`src/rtl/fihc_pkg.sv`:
```
// fihc_pkg: shared types, constants and functions of the firmware image header checker.
// Used by fihc_crc, fihc_hdr and firmware_image_header_checker_core; depends on nothing.
package fihc_pkg;

	localparam int COUNT_BITS = 32;
	localparam int LEN_BITS = ((COUNT_BITS > 32) ? COUNT_BITS : 32) + 1;
	localparam int HEADER_BYTES = 18;
	localparam int CRC_START = 14;
	localparam logic [15:0] CRC_INIT = 16'hFFFF;
	localparam logic [15:0] CRC_POLY = 16'hA001;

	typedef logic [COUNT_BITS-1:0] count_t;
	localparam count_t COUNT_MAX = {COUNT_BITS{1'b1}};

	localparam logic [1:0] CFG_MAJOR = 2'd0;
	localparam logic [1:0] CFG_MINOR = 2'd1;
	localparam logic [1:0] CFG_SUBVER = 2'd2;

	typedef enum logic [2:0] {
		ST_UPGRADE = 3'd0,
		ST_LENGTH = 3'd1,
		ST_MAGIC = 3'd2,
		ST_MAJOR = 3'd3,
		ST_MINOR = 3'd4,
		ST_CRC = 3'd5,
		ST_NOT_NEWER = 3'd6
	} status_t;

	typedef struct packed {
		logic [7:0] major;
		logic [7:0] minor;
		logic [15:0] subver;
	} cfg_t;

	typedef struct packed {
		status_t status;
		logic [15:0] crc;
	} result_t;

	function automatic logic [7:0] magic_byte(input logic [2:0] idx);
		logic [7:0] b;
		case (idx)
			3'd0: b = 8'h41;
			3'd1: b = 8'h70;
			3'd2: b = 8'h70;
			3'd3: b = 8'h42;
			3'd4: b = 8'h69;
			3'd5: b = 8'h6E;
			3'd6: b = 8'h20;
			3'd7: b = 8'h20;
			default: b = 8'h20;
		endcase
		return b;
	endfunction

	// reflected CRC-16, one byte, bitwise
	function automatic logic [15:0] crc_step(input logic [15:0] crc, input logic [7:0] b);
		logic [15:0] c;
		c = crc ^ {8'h00, b};
		for (int k = 0; k < 8; k++) begin
			if (c[0]) begin
				c = (c >> 1) ^ CRC_POLY;
			end else begin
				c = c >> 1;
			end
		end
		return c;
	endfunction

endpackage

```
`src/rtl/fihc_crc.sv`:
```
// fihc_crc: next value of the running CRC-16/Modbus for one image byte.
// Depends on fihc_pkg.
module fihc_crc (
	input  logic [15:0] crc_cur,
	input  logic [7:0]  data,
	input  logic        en,
	output logic [15:0] crc_nxt
);

	assign crc_nxt = en ? fihc_pkg::crc_step(crc_cur, data) : crc_cur;

endmodule

```
`src/rtl/fihc_hdr.sv`:
```
// fihc_hdr: per-image state (byte count, header fields, check flags, CRC) and status.
// Depends on fihc_pkg and fihc_crc.
module fihc_hdr (
	input  logic              clk,
	input  logic              arst_n,
	input  logic              step,
	input  logic [7:0]        data,
	input  logic              last,
	input  fihc_pkg::cfg_t    cfg,
	output fihc_pkg::result_t res
);

	fihc_pkg::count_t cnt_q, cnt_nxt;
	logic [15:0] crc_q, crc_nxt;
	logic [31:0] len_q, len_nxt;
	logic [15:0] scrc_q, scrc_nxt;
	logic [15:0] sub_q, sub_nxt;
	logic magic_bad_q, major_bad_q, minor_bad_q;
	logic magic_bad_nxt, major_bad_nxt, minor_bad_nxt;
	logic [fihc_pkg::LEN_BITS-1:0] len_sum, cnt_ext;
	logic [15:0] crc_out;
	logic len_err;

	fihc_crc u_crc (
		.crc_cur(crc_q),
		.data   (data),
		.en     (cnt_q >= fihc_pkg::count_t'(fihc_pkg::CRC_START)),
		.crc_nxt(crc_nxt)
	);

	always_comb begin
		magic_bad_nxt = magic_bad_q;
		major_bad_nxt = major_bad_q;
		minor_bad_nxt = minor_bad_q;
		sub_nxt = sub_q;
		scrc_nxt = scrc_q;
		len_nxt = len_q;
		if (cnt_q < fihc_pkg::count_t'(8)) begin
			if (data != fihc_pkg::magic_byte(cnt_q[2:0])) begin
				magic_bad_nxt = 1'b1;
			end
		end else if (cnt_q == fihc_pkg::count_t'(8)) begin
			if (data != cfg.major) begin
				major_bad_nxt = 1'b1;
			end
		end else if (cnt_q == fihc_pkg::count_t'(9)) begin
			if (data != cfg.minor) begin
				minor_bad_nxt = 1'b1;
			end
		end else if (cnt_q < fihc_pkg::count_t'(12)) begin
			sub_nxt = {sub_q[7:0], data};
		end else if (cnt_q < fihc_pkg::count_t'(fihc_pkg::CRC_START)) begin
			scrc_nxt = {scrc_q[7:0], data};
		end else if (cnt_q < fihc_pkg::count_t'(fihc_pkg::HEADER_BYTES)) begin
			len_nxt = {len_q[23:0], data};
		end
		cnt_nxt = (cnt_q == fihc_pkg::COUNT_MAX) ? cnt_q : cnt_q + fihc_pkg::count_t'(1);
	end

	always_comb begin
		crc_out = {crc_nxt[7:0], crc_nxt[15:8]};
		len_sum = fihc_pkg::LEN_BITS'(fihc_pkg::HEADER_BYTES) + fihc_pkg::LEN_BITS'(len_nxt);
		cnt_ext = fihc_pkg::LEN_BITS'(cnt_nxt);
		len_err = (cnt_nxt == fihc_pkg::COUNT_MAX) || (cnt_ext != len_sum);
		res.crc = crc_out;
		if (len_err) begin
			res.status = fihc_pkg::ST_LENGTH;
		end else if (magic_bad_nxt) begin
			res.status = fihc_pkg::ST_MAGIC;
		end else if (major_bad_nxt) begin
			res.status = fihc_pkg::ST_MAJOR;
		end else if (minor_bad_nxt) begin
			res.status = fihc_pkg::ST_MINOR;
		end else if (crc_out != scrc_nxt) begin
			res.status = fihc_pkg::ST_CRC;
		end else if (sub_nxt <= cfg.subver) begin
			res.status = fihc_pkg::ST_NOT_NEWER;
		end else begin
			res.status = fihc_pkg::ST_UPGRADE;
		end
	end

	always_ff @(posedge clk or negedge arst_n) begin
		if (!arst_n) begin
			cnt_q <= '0;
			crc_q <= fihc_pkg::CRC_INIT;
			len_q <= '0;
			scrc_q <= '0;
			sub_q <= '0;
			magic_bad_q <= 1'b0;
			major_bad_q <= 1'b0;
			minor_bad_q <= 1'b0;
		end else if (step) begin
			if (last) begin
				cnt_q <= '0;
				crc_q <= fihc_pkg::CRC_INIT;
				len_q <= '0;
				scrc_q <= '0;
				sub_q <= '0;
				magic_bad_q <= 1'b0;
				major_bad_q <= 1'b0;
				minor_bad_q <= 1'b0;
			end else begin
				cnt_q <= cnt_nxt;
				crc_q <= crc_nxt;
				len_q <= len_nxt;
				scrc_q <= scrc_nxt;
				sub_q <= sub_nxt;
				magic_bad_q <= magic_bad_nxt;
				major_bad_q <= major_bad_nxt;
				minor_bad_q <= minor_bad_nxt;
			end
		end
	end

endmodule

```
`src/rtl/firmware_image_header_checker_core.sv`:
```
// firmware_image_header_checker_core: top level; input register, config registers,
// result register. Depends on fihc_pkg and fihc_hdr.
//
//  channel | dir | handshake         | payload
//  s_*     | in  | s_tvalid/s_tready | s_tdata = data_byte, s_tlast = last_byte
//  m_*     | out | m_tvalid/m_tready | m_tdata = status, computed_crc
//  cfg_*   | in  | cfg_we            | cfg_index, cfg_data
//
// One byte per cycle unless a last byte waits on a stalled result; each byte is held
// in the input register and folded into the image state as it leaves it. An image's
// status goes into the output register as its last byte leaves the input register.
// Reset clears the image state and the config registers (CRC to 0xFFFF).
// A stalled result holds back a last byte and those after it; other bytes still flow.
module firmware_image_header_checker_core (
	input  logic        clk,
	input  logic        arst_n,
	input  logic        s_tvalid,
	output logic        s_tready,
	input  logic [7:0]  s_tdata,   // [7:0] data_byte
	input  logic        s_tlast,
	output logic        m_tvalid,
	input  logic        m_tready,
	output logic [23:0] m_tdata,   // [2:0] status, [18:3] computed_crc, [23:19] zero
	input  logic        cfg_we,
	input  logic [1:0]  cfg_index,
	input  logic [15:0] cfg_data
);

	logic valid_s1, last_s1;
	logic [7:0] data_s1;
	logic valid_s2;
	fihc_pkg::result_t res_s2;
	fihc_pkg::result_t res;
	fihc_pkg::cfg_t cfg_q;
	logic out_free, step;

	assign out_free = !valid_s2 || m_tready;
	assign step = valid_s1 && (!last_s1 || out_free);
	assign s_tready = !valid_s1 || step;

	always_ff @(posedge clk or negedge arst_n) begin
		if (!arst_n) begin
			cfg_q <= '0;
		end else if (cfg_we) begin
			case (cfg_index)
				fihc_pkg::CFG_MAJOR: cfg_q.major <= cfg_data[7:0];
				fihc_pkg::CFG_MINOR: cfg_q.minor <= cfg_data[7:0];
				fihc_pkg::CFG_SUBVER: cfg_q.subver <= cfg_data;
				default: ;
			endcase
		end
	end

	always_ff @(posedge clk or negedge arst_n) begin
		if (!arst_n) begin
			valid_s1 <= 1'b0;
		end else if (s_tvalid && s_tready) begin
			valid_s1 <= 1'b1;
		end else if (step) begin
			valid_s1 <= 1'b0;
		end
	end

	always_ff @(posedge clk) begin
		if (s_tvalid && s_tready) begin
			data_s1 <= s_tdata;
			last_s1 <= s_tlast;
		end
	end

	fihc_hdr u_hdr (
		.clk   (clk),
		.arst_n(arst_n),
		.step  (step),
		.data  (data_s1),
		.last  (last_s1),
		.cfg   (cfg_q),
		.res   (res)
	);

	always_ff @(posedge clk or negedge arst_n) begin
		if (!arst_n) begin
			valid_s2 <= 1'b0;
		end else if (step && last_s1) begin
			valid_s2 <= 1'b1;
		end else if (m_tready) begin
			valid_s2 <= 1'b0;
		end
	end

	always_ff @(posedge clk) begin
		if (step && last_s1) begin
			res_s2 <= res;
		end
	end

	assign m_tvalid = valid_s2;
	assign m_tdata = {5'd0, res_s2.crc, res_s2.status};

	a_last_gives_result: assert property (@(posedge clk) disable iff (!arst_n)
		step && last_s1 |=> m_tvalid)
		else $error("last byte did not produce a result");

	a_stall_holds_s1: assert property (@(posedge clk) disable iff (!arst_n)
		valid_s1 && !step |=> valid_s1 && $stable(data_s1) && $stable(last_s1))
		else $error("input register changed while stalled");

	a_status_code: assert property (@(posedge clk) disable iff (!arst_n)
		m_tvalid |-> m_tdata[2:0] != 3'd7)
		else $error("undefined status code");

endmodule

```
`config.mk`:
```
export PLATFORM = sky130hd
export DESIGN_NAME = firmware_image_header_checker_core
export DESIGN_NICKNAME = d
export VERILOG_FILES = /design/src/rtl/fihc_pkg.sv /design/src/rtl/fihc_crc.sv /design/src/rtl/fihc_hdr.sv /design/src/rtl/firmware_image_header_checker_core.sv
export SDC_FILE = /design/constraint.sdc
export NUM_CORES = 1
export LEC_CHECK = 0
export BUFFER_PORTS_ARGS = -buffer_cell sky130_fd_sc_hd__buf_2
export CAP_MARGIN = 15
export CORE_MARGIN = 10
export CORE_UTILIZATION = 45
export CTS_BUF_LIST = sky130_fd_sc_hd__clkbuf_8
export CTS_CLUSTER_SIZE = 12
export DETAILED_ROUTE_END_ITERATION = 16
export GPL_ROUTABILITY_DRIVEN = 1
export SLEW_MARGIN = 15
export SYNTH_ARGS = -nofsm -noshare
export SYNTH_HDL_FRONTEND = slang
export SYNTH_SLANG_ARGS = --single-unit
```
`constraint.sdc`:
```
create_clock -name clk -period 6 [get_ports clk]
set_clock_uncertainty 0.1 [all_clocks]
set_input_delay 1.2 -clock clk [delete_from_list [all_inputs] [get_ports clk]]
set_output_delay 1.2 -clock clk [all_outputs]
set_load 0.05 [all_outputs]
```
Yosys cells after proc, flatten, opt, wreduce, memory -nomap -nowiden

Memories as Yosys holds them, arrays and structs flattened.
Index checks and enable logic that the tools add are counted.

ROM bits: 56
Logic and storage cells: 116
Bits of input ports: 32
Memories: 1
Flip-flop bits (word level): 177
Output and inout bits: 26

Equal/unequal tests: 11
Reductions and logical operators: 17
Add/sub/neg operators: 2
Muxes and demuxes: 52
Bitwise logic cells: 9
Magnitude comparators: 6

Memories:

| memory           | words | bits a word | read ports | clocked after memory_dff | wr ports | line           | source |
|---|---|---|---|---|---|---|---|
| (name not given) | 8     | 7           | 1          | 0                        | 0        | fihc_pkg.sv:42 | `case (idx)` |

Operators by type and width:

| cell                                                         | number |
|---|---|
| 2-to-1 mux 16 bit                                            | 21 |
| 2-to-1 mux 32 bit                                            | 9 |
| less-than comparator 32 x 4 -> 1 bit (second input constant) | 3 |
| == test 32 bit (second input constant)                       | 2 |
| == test 32 x 4 -> 1 bit (second input constant)              | 2 |
| adder 5 x 32 -> 33 bit (first input constant)                | 1 |
| inequality test 32 x 33 -> 1 bit                             | 1 |
| adder 32 x 1 -> 32 bit (second input constant)               | 1 |
| >= comparator 32 x 4 -> 1 bit (second input constant)        | 1 |
| less-than comparator 32 x 5 -> 1 bit (second input constant) | 1 |
| inequality test 8 bit                                        | 3 |
| inverter 2 -> 3 bit                                          | 8 |
| <= comparator 16 bit                                         | 1 |
| 2-to-1 mux 1 bit                                             | 16 |
| inequality test 16 bit                                       | 1 |
| XOR 16 x 8 -> 16 bit                                         | 1 |
| 2-to-1 mux 3 bit                                             | 3 |
| 2-to-1 mux 8 bit                                             | 1 |
| AND reduction 2 bit                                          | 3 |
| logical OR 1 bit                                             | 4 |
| 2-to-1 mux 2 bit                                             | 2 |
| nonzero test 2 bit                                           | 2 |
| logical AND 1 bit                                            | 3 |
| logical NOT 1 bit                                            | 3 |
| 4 further kinds                                              | 4 |

Longest topological paths before layout

Word-level depth: 23
Depth in mapped cells: 23
Gate-level depth less buffers: 16

By module

From an unflattened synthesis, not the netlist that was laid out.

Cell total of the unflattened synthesis: 1178
Area total of the unflattened synthesis: 11572.3 sq um

Modules (own cells, without submodules):

| module                             | sequential area each (sq um) | times used | area an instance (sq um) | cells an instance |
|---|---|---|---|---|
| fihc_hdr                           | 2897.8                       | 1          | 8966.1                   | 1020 |
| firmware_image_header_checker_core | 1691.6                       | 1          | 2203.4                   | 112 |
| fihc_crc                           | 0.0                          | 1          | 402.9                    | 46 |

Worst setup path after synthesis

OpenSTA, ideal clock, no wires.

Path kind: register to register
From: register u_hdr.cnt_q[10]
To: register res_s2, in the netlist m_tdata[0], data pin
Buffers on the path: 7
Slack: 0.511 ns
Data required time: 5.646 ns
Stages on the path, launching flop included: 24
Setup time: 0.254 ns
Period minus slack after synthesis: 5.489 ns
Arrival time: 5.134 ns
Cell sequence: dfrtp_1 -> clkbuf_1 -> nor4_1 -> and4_1 -> buf_4 -> buf_2 -> nand3_2 -> clkbuf_1 -> clkbuf_1 -> clkbuf_1 -> buf_1 -> nand2_1 -> nand2_1 -> ha_1 -> a21oi_1 -> or4_1 -> or3_1 -> nand3_1 -> and3_1 -> o22ai_1 -> nor4_1 -> nand4_1 -> a2111oi_2 -> a21bo_1

Cells in the longest elaborated chain, start to end: 11
Elaborated cells on any way between the ends: 37
Classes of those cells: add/sub (2); order compare (5); eq/ne (6); mux (23); reduce/logical (1)

Ends and longest elaborated chain:

| what                                                            | line                                     | source |
|---|---|---|
| from (decl)                                                     | fihc_hdr.sv:13                           | `fihc_pkg::count_t cnt_q, cnt_nxt;` |
| from (signal assigned)                                          | fihc_hdr.sv:104                          | `cnt_q <= cnt_nxt;` |
| branches (longest 11 deep; another with adder 5 x 32 -> 33 bit) | --                                       |  |
| to (signal assigned)                                            | firmware_image_header_checker_core.sv:93 | `res_s2 <= res;` |
| to (decl)                                                       | firmware_image_header_checker_core.sv:32 | `fihc_pkg::result_t res_s2;` |

Several ways; the timed one is not identified.
A chain may end at the register's enable or synchronous reset.

Worst setup path after layout

From: register u_hdr.cnt_q[24]
To: register res_s2, in the netlist m_tdata[0], data pin

Same word-level chain as after synthesis.

==> load_flow_metrics.sql <==
INSERT INTO impl_metrics (metric_group, metric, value, unit) VALUES
('outcome', 'status', 'finished, final reports clean', ''),
('power', 'power.total', '2.87', 'mW'),
('routing', 'drt-total-wl', '37800', 'µm'),
('floorplanning', 'core_outline_area', '26900', 'µm²'),
('clock_tree', 'cts_root_buf', 'sky130_fd_sc_hd__clkbuf_8', ''),
('clock_tree', 'clkSlewWorstSetupHoldPaths', '0.11', 'ns'),
('global_routing', 'gr-total-overflow', '0', ''),
('floorplanning', 'rows', '60', ''),
('min_path', 'timing.hold.worst.start', 'u_hdr.scrc_q[11]', ''),
('routing', 'post_drt_via_cell_ratio', '6.30', ''),
('final_layout', 'nets', '1412', ''),
('power', 'cell_internal_pwr', '1.87', 'mW'),
('synth', 'post_synth.cell_area_avg', '8.99', 'µm²'),
('timing', 'setup_viol_count_final', '0', ''),
('setup_path', 'critical_path.most_common_cell', 'sky130_fd_sc_hd__or4_1', ''),
('setup_path', 'timing.critical_path.fanout_max', '11', ''),
('timing', 'finalHoldViolCount', '0', ''),
('synth', 'yosysSeqAreaShare', '37.4', '%'),
('final_layout', 'postLayoutCoreUtil', '49.1', '%'),
('synth', 'synth_cell_types', '78', ''),
('global_routing', 'antenna_violations_before_repair', '0', ''),
('setup_path', 'critPathMaxStageDelay', '0.71', 'ns'),
('clock_tree', 'clock_sink_count', '177', ''),
('floorplanning', 'die_width', '185', 'µm'),
('global_routing', 'first_pass_grt_wire_length', '60500', 'µm'),
('routing', 'dr.pass1.iters', '7', ''),
('timing', 'worst_pin_slew', '1.10', 'ns'),
('clock_tree', 'clkLatencyLatePin', '0.50', 'ns'),
('setup_path', 'crit_slowest_cell', 'sky130_fd_sc_hd__or4_1', ''),
('setup_path', 'criticalPathCategory', 'register to register', ''),
('placement', 'dp_slack', '0.536', 'ns'),
('power', 'power.switching', '1.00', 'mW'),
('routing', 'drt-wirelength-per-cell', '22.1', 'µm'),
('final_layout', 'multi_input_comb_area', '7110', 'µm²'),
('synth', 'yosys_warnings', '0', ''),
('routing', 'dr_total_vias', '10804', ''),
('power', 'power_switching_share', '34.8', '%'),
('setup_path', 'critical_path_buf_inv_count', '0', ''),
('clock_tree', 'cts_resized', '0', ''),
('synth', 'synthCells', '1366', ''),
('placement', 'portBuffers', '52', ''),
('floorplanning', 'dieArea', '34300', 'µm²'),
('clock_tree', 'cts_made_buffers', '17', ''),
('synth', 'ffs_w_async_s_r_synth', '84.2', '%'),
('setup_path', 'worstSetupEndpointType', 'register', ''),
('synth', 'synth.ff_latch_count', '177', ''),
('global_routing', 'grt_use_total', '22.3', '%'),
('power', 'vdd.ir_drop.worst', '0.000140', 'V'),
('synth', 'synth.cell_area', '12300', 'µm²'),
('timing', 'rsz_0062_raised_after_global_routing', 'no', ''),
('floorplanning', 'die_h', '185', 'µm'),
('routing', 'drt.antenna.violating_nets', '0', ''),
('clock_tree', 'post_cts.repair.setup_buffers', '0', ''),
('setup_path', 'rr_startpoint', 'u_hdr.cnt_q[24]', ''),
('timing', 'maxSlewViolCount', '0', ''),
('power', 'part_of_the_total_power_dissipated_in_sequential_elements', '48.7', '%'),
('global_routing', 'grt_start_max_net_pins', '88', ''),
('floorplanning', 'initial_utilization', '45.7', '%'),
('setup_path', 'cp_data_arrival_time', '5.69', 'ns'),
('setup_path', 'crit_start', 'u_hdr.cnt_q[24]', ''),
('final_layout', 'layout-area-overhead-vs-synth', '7.47', '%'),
('synth', 'synth_enable_flop_cells', '28', ''),
('timing', 'period_needed', '5.54', 'ns'),
('global_routing', 'grt_pass1_vias', '10508', ''),
('timing', 'timing.final.crit_share', '92.3', '%'),
('setup_path', 'worst-endpoint-required', '6.15', 'ns'),
('floorplanning', 'io_pins', '58', ''),
('timing', 'timing.fmax', '0.181', 'GHz'),
('min_path', 'hold_class', 'register to register', ''),
('setup_path', 'start_kind', 'register', ''),
('routing', 'detail_route.iter0.violations', '1168', '');
## sequential cells by signal (all words and copies together), names as in the netlist
| signal | flops |
|---|---|
| u_hdr.minor_bad_q | 1 |
| u_hdr.scrc_q | 16 |
| u_hdr.cnt_q | 32 |
| u_hdr.major_bad_q | 1 |
| data_s1 | 8 |
| m_tvalid | 1 |
| u_hdr.len_q | 32 |
| last_s1 | 1 |
| u_hdr.magic_bad_q | 1 |
| u_hdr.sub_q | 16 |
| cfg_q | 32 |
| valid_s1 | 1 |
| u_hdr.crc_q | 16 |
| m_tdata | 19 |
## power by group through the flow
stage               Clock (mW)  Combinational, mW  Sequential, mW
floorplan                    0              0.424            1.38
global placement             0              0.545            1.42
detailed placement           0              0.552            1.42
CTS                      0.941              0.554            1.40
global route             0.990              0.615            1.42
finish                   0.919              0.554            1.40
## cells in the mapped netlist, types with 12 or more instances
master                     count  share of area (%)
sky130_fd_sc_hd__nand2_1     140                4.3
sky130_fd_sc_hd__dfrtp_1     133                 27
sky130_fd_sc_hd__o21ai_0     119                4.9
sky130_fd_sc_hd__xnor2_1      79                5.6
sky130_fd_sc_hd__clkbuf_1     77                2.4
sky130_fd_sc_hd__nand4_1      55                2.8
sky130_fd_sc_hd__nor2_1       54                1.7
sky130_fd_sc_hd__nand3_1      52                2.1
sky130_fd_sc_hd__a21oi_1      50                2.0
sky130_fd_sc_hd__mux2_2       49                4.5
sky130_fd_sc_hd__inv_1        36                1.1
sky130_fd_sc_hd__nor3_1       36                1.5
sky130_fd_sc_hd__mux2i_1      34                2.8
sky130_fd_sc_hd__a22oi_1      32                2.0
sky130_fd_sc_hd__xor2_1       32                2.3
sky130_fd_sc_hd__edfxtp_1     28                6.8
sky130_fd_sc_hd__and3_1       22                1.1
sky130_fd_sc_hd__nor4_1       21                1.1
sky130_fd_sc_hd__a22o_1       20                1.4
sky130_fd_sc_hd__ha_1         20                2.0
sky130_fd_sc_hd__a31oi_1      18               0.92
sky130_fd_sc_hd__dfstp_2      16                3.4
sky130_fd_sc_hd__buf_2        14               0.57
sky130_fd_sc_hd__a21boi_0     12               0.73
sky130_fd_sc_hd__o22a_1       12               0.86
sky130_fd_sc_hd__or3_1        12               0.61
## logic make-up after synthesis
| logic type | Yosys count | share of synthesized area (%) |
|---|---|---|
| and+or+nand+nor | 464 | 20.2 |
| AOI/OAI and AO/OA | 359 | 19.1 |
| DFF | 177 | 37.4 |
| buffers and inverters | 145 | 4.94 |
| xor gates and xnor gates | 117 | 9.03 |
| muxes | 83 | 7.27 |
| adders and majority gates | 20 | 2.04 |
| other | 1 | 0.0305 |
## stage by stage
step	hold slack (ns)	std cells
6_report	0.383	1714
5_1_grt	0.418	1714
4_1_cts	0.388	1714
3_5_place_dp	0.364	1682
3_3_place_gp	0.359	1682
2_1_floorplan	0.344	1370
## worst min-delay path: cells and delay by family (launching register included)
kind | cells | cell delay (ns)
flip-flops | 1 | 0.35
AND/OR/NAND/NOR | 1 | 0.04
AO/OA/AOI/OAI | 1 | 0.06
## cell usage in the layout, fill, tap and decap left out, types with 11 or more instances in the layout
cell and instances:
sky130_fd_sc_hd__o22a_1 12, sky130_fd_sc_hd__inv_1 36, sky130_fd_sc_hd__edfxtp_1 28, sky130_fd_sc_hd__and3_1 22
sky130_fd_sc_hd__buf_4 28, sky130_fd_sc_hd__a31oi_1 18, sky130_fd_sc_hd__nand2_1 139, sky130_fd_sc_hd__o21ai_0 119
sky130_fd_sc_hd__nor3_1 36, sky130_fd_sc_hd__a21boi_0 12, sky130_fd_sc_hd__xor2_1 32, sky130_fd_sc_hd__and2_1 11
sky130_fd_sc_hd__a21oi_1 50, sky130_fd_sc_hd__clkbuf_8 17, sky130_fd_sc_hd__xnor2_1 79, sky130_fd_sc_hd__mux2_2 49
sky130_fd_sc_hd__o22ai_1 11, sky130_fd_sc_hd__or3_1 12, sky130_fd_sc_hd__nand4_1 55, sky130_fd_sc_hd__buf_2 51
sky130_fd_sc_hd__dfrtp_1 133, sky130_fd_sc_hd__nand3_1 52, sky130_fd_sc_hd__nor2_1 50, sky130_fd_sc_hd__a22o_1 20
sky130_fd_sc_hd__a22oi_1 32, sky130_fd_sc_hd__mux2i_1 34, sky130_fd_sc_hd__ha_1 20, sky130_fd_sc_hd__nor4_1 21
sky130_fd_sc_hd__dfstp_2 16
## final timing paths
kind	cells after the start	endpoint
min	2	u_hdr.scrc_q[11]
max in group asynchronous	2	cfg_q[11]
max	15	m_tdata[0]
min in group asynchronous	1	u_hdr.cnt_q[17]
min reg2reg	2	u_hdr.scrc_q[11]
max reg2reg	15	m_tdata[0]
## layer usage
metal	vias to the layer above	global-route usage [%]	routed length (µm)
met5	-	0	0
met4	0	6.60	782
met3	54	4.15	2680
met2	416	33.9	16900
met1	5288	31.5	17500
li1	5046	-	-
## area by class of cell
type | instances | share of cell area (%)
flip-flops and latches | 177 | 34.8
repair buffers | 80 | 3.61
inverters | 36 | 1.02
well taps | 341 | 3.23
clock buffers | 17 | 1.77
clock inverters | 15 | 1.65
multi-input cells | 1048 | 53.9
Power figures use the tool's default switching activity.
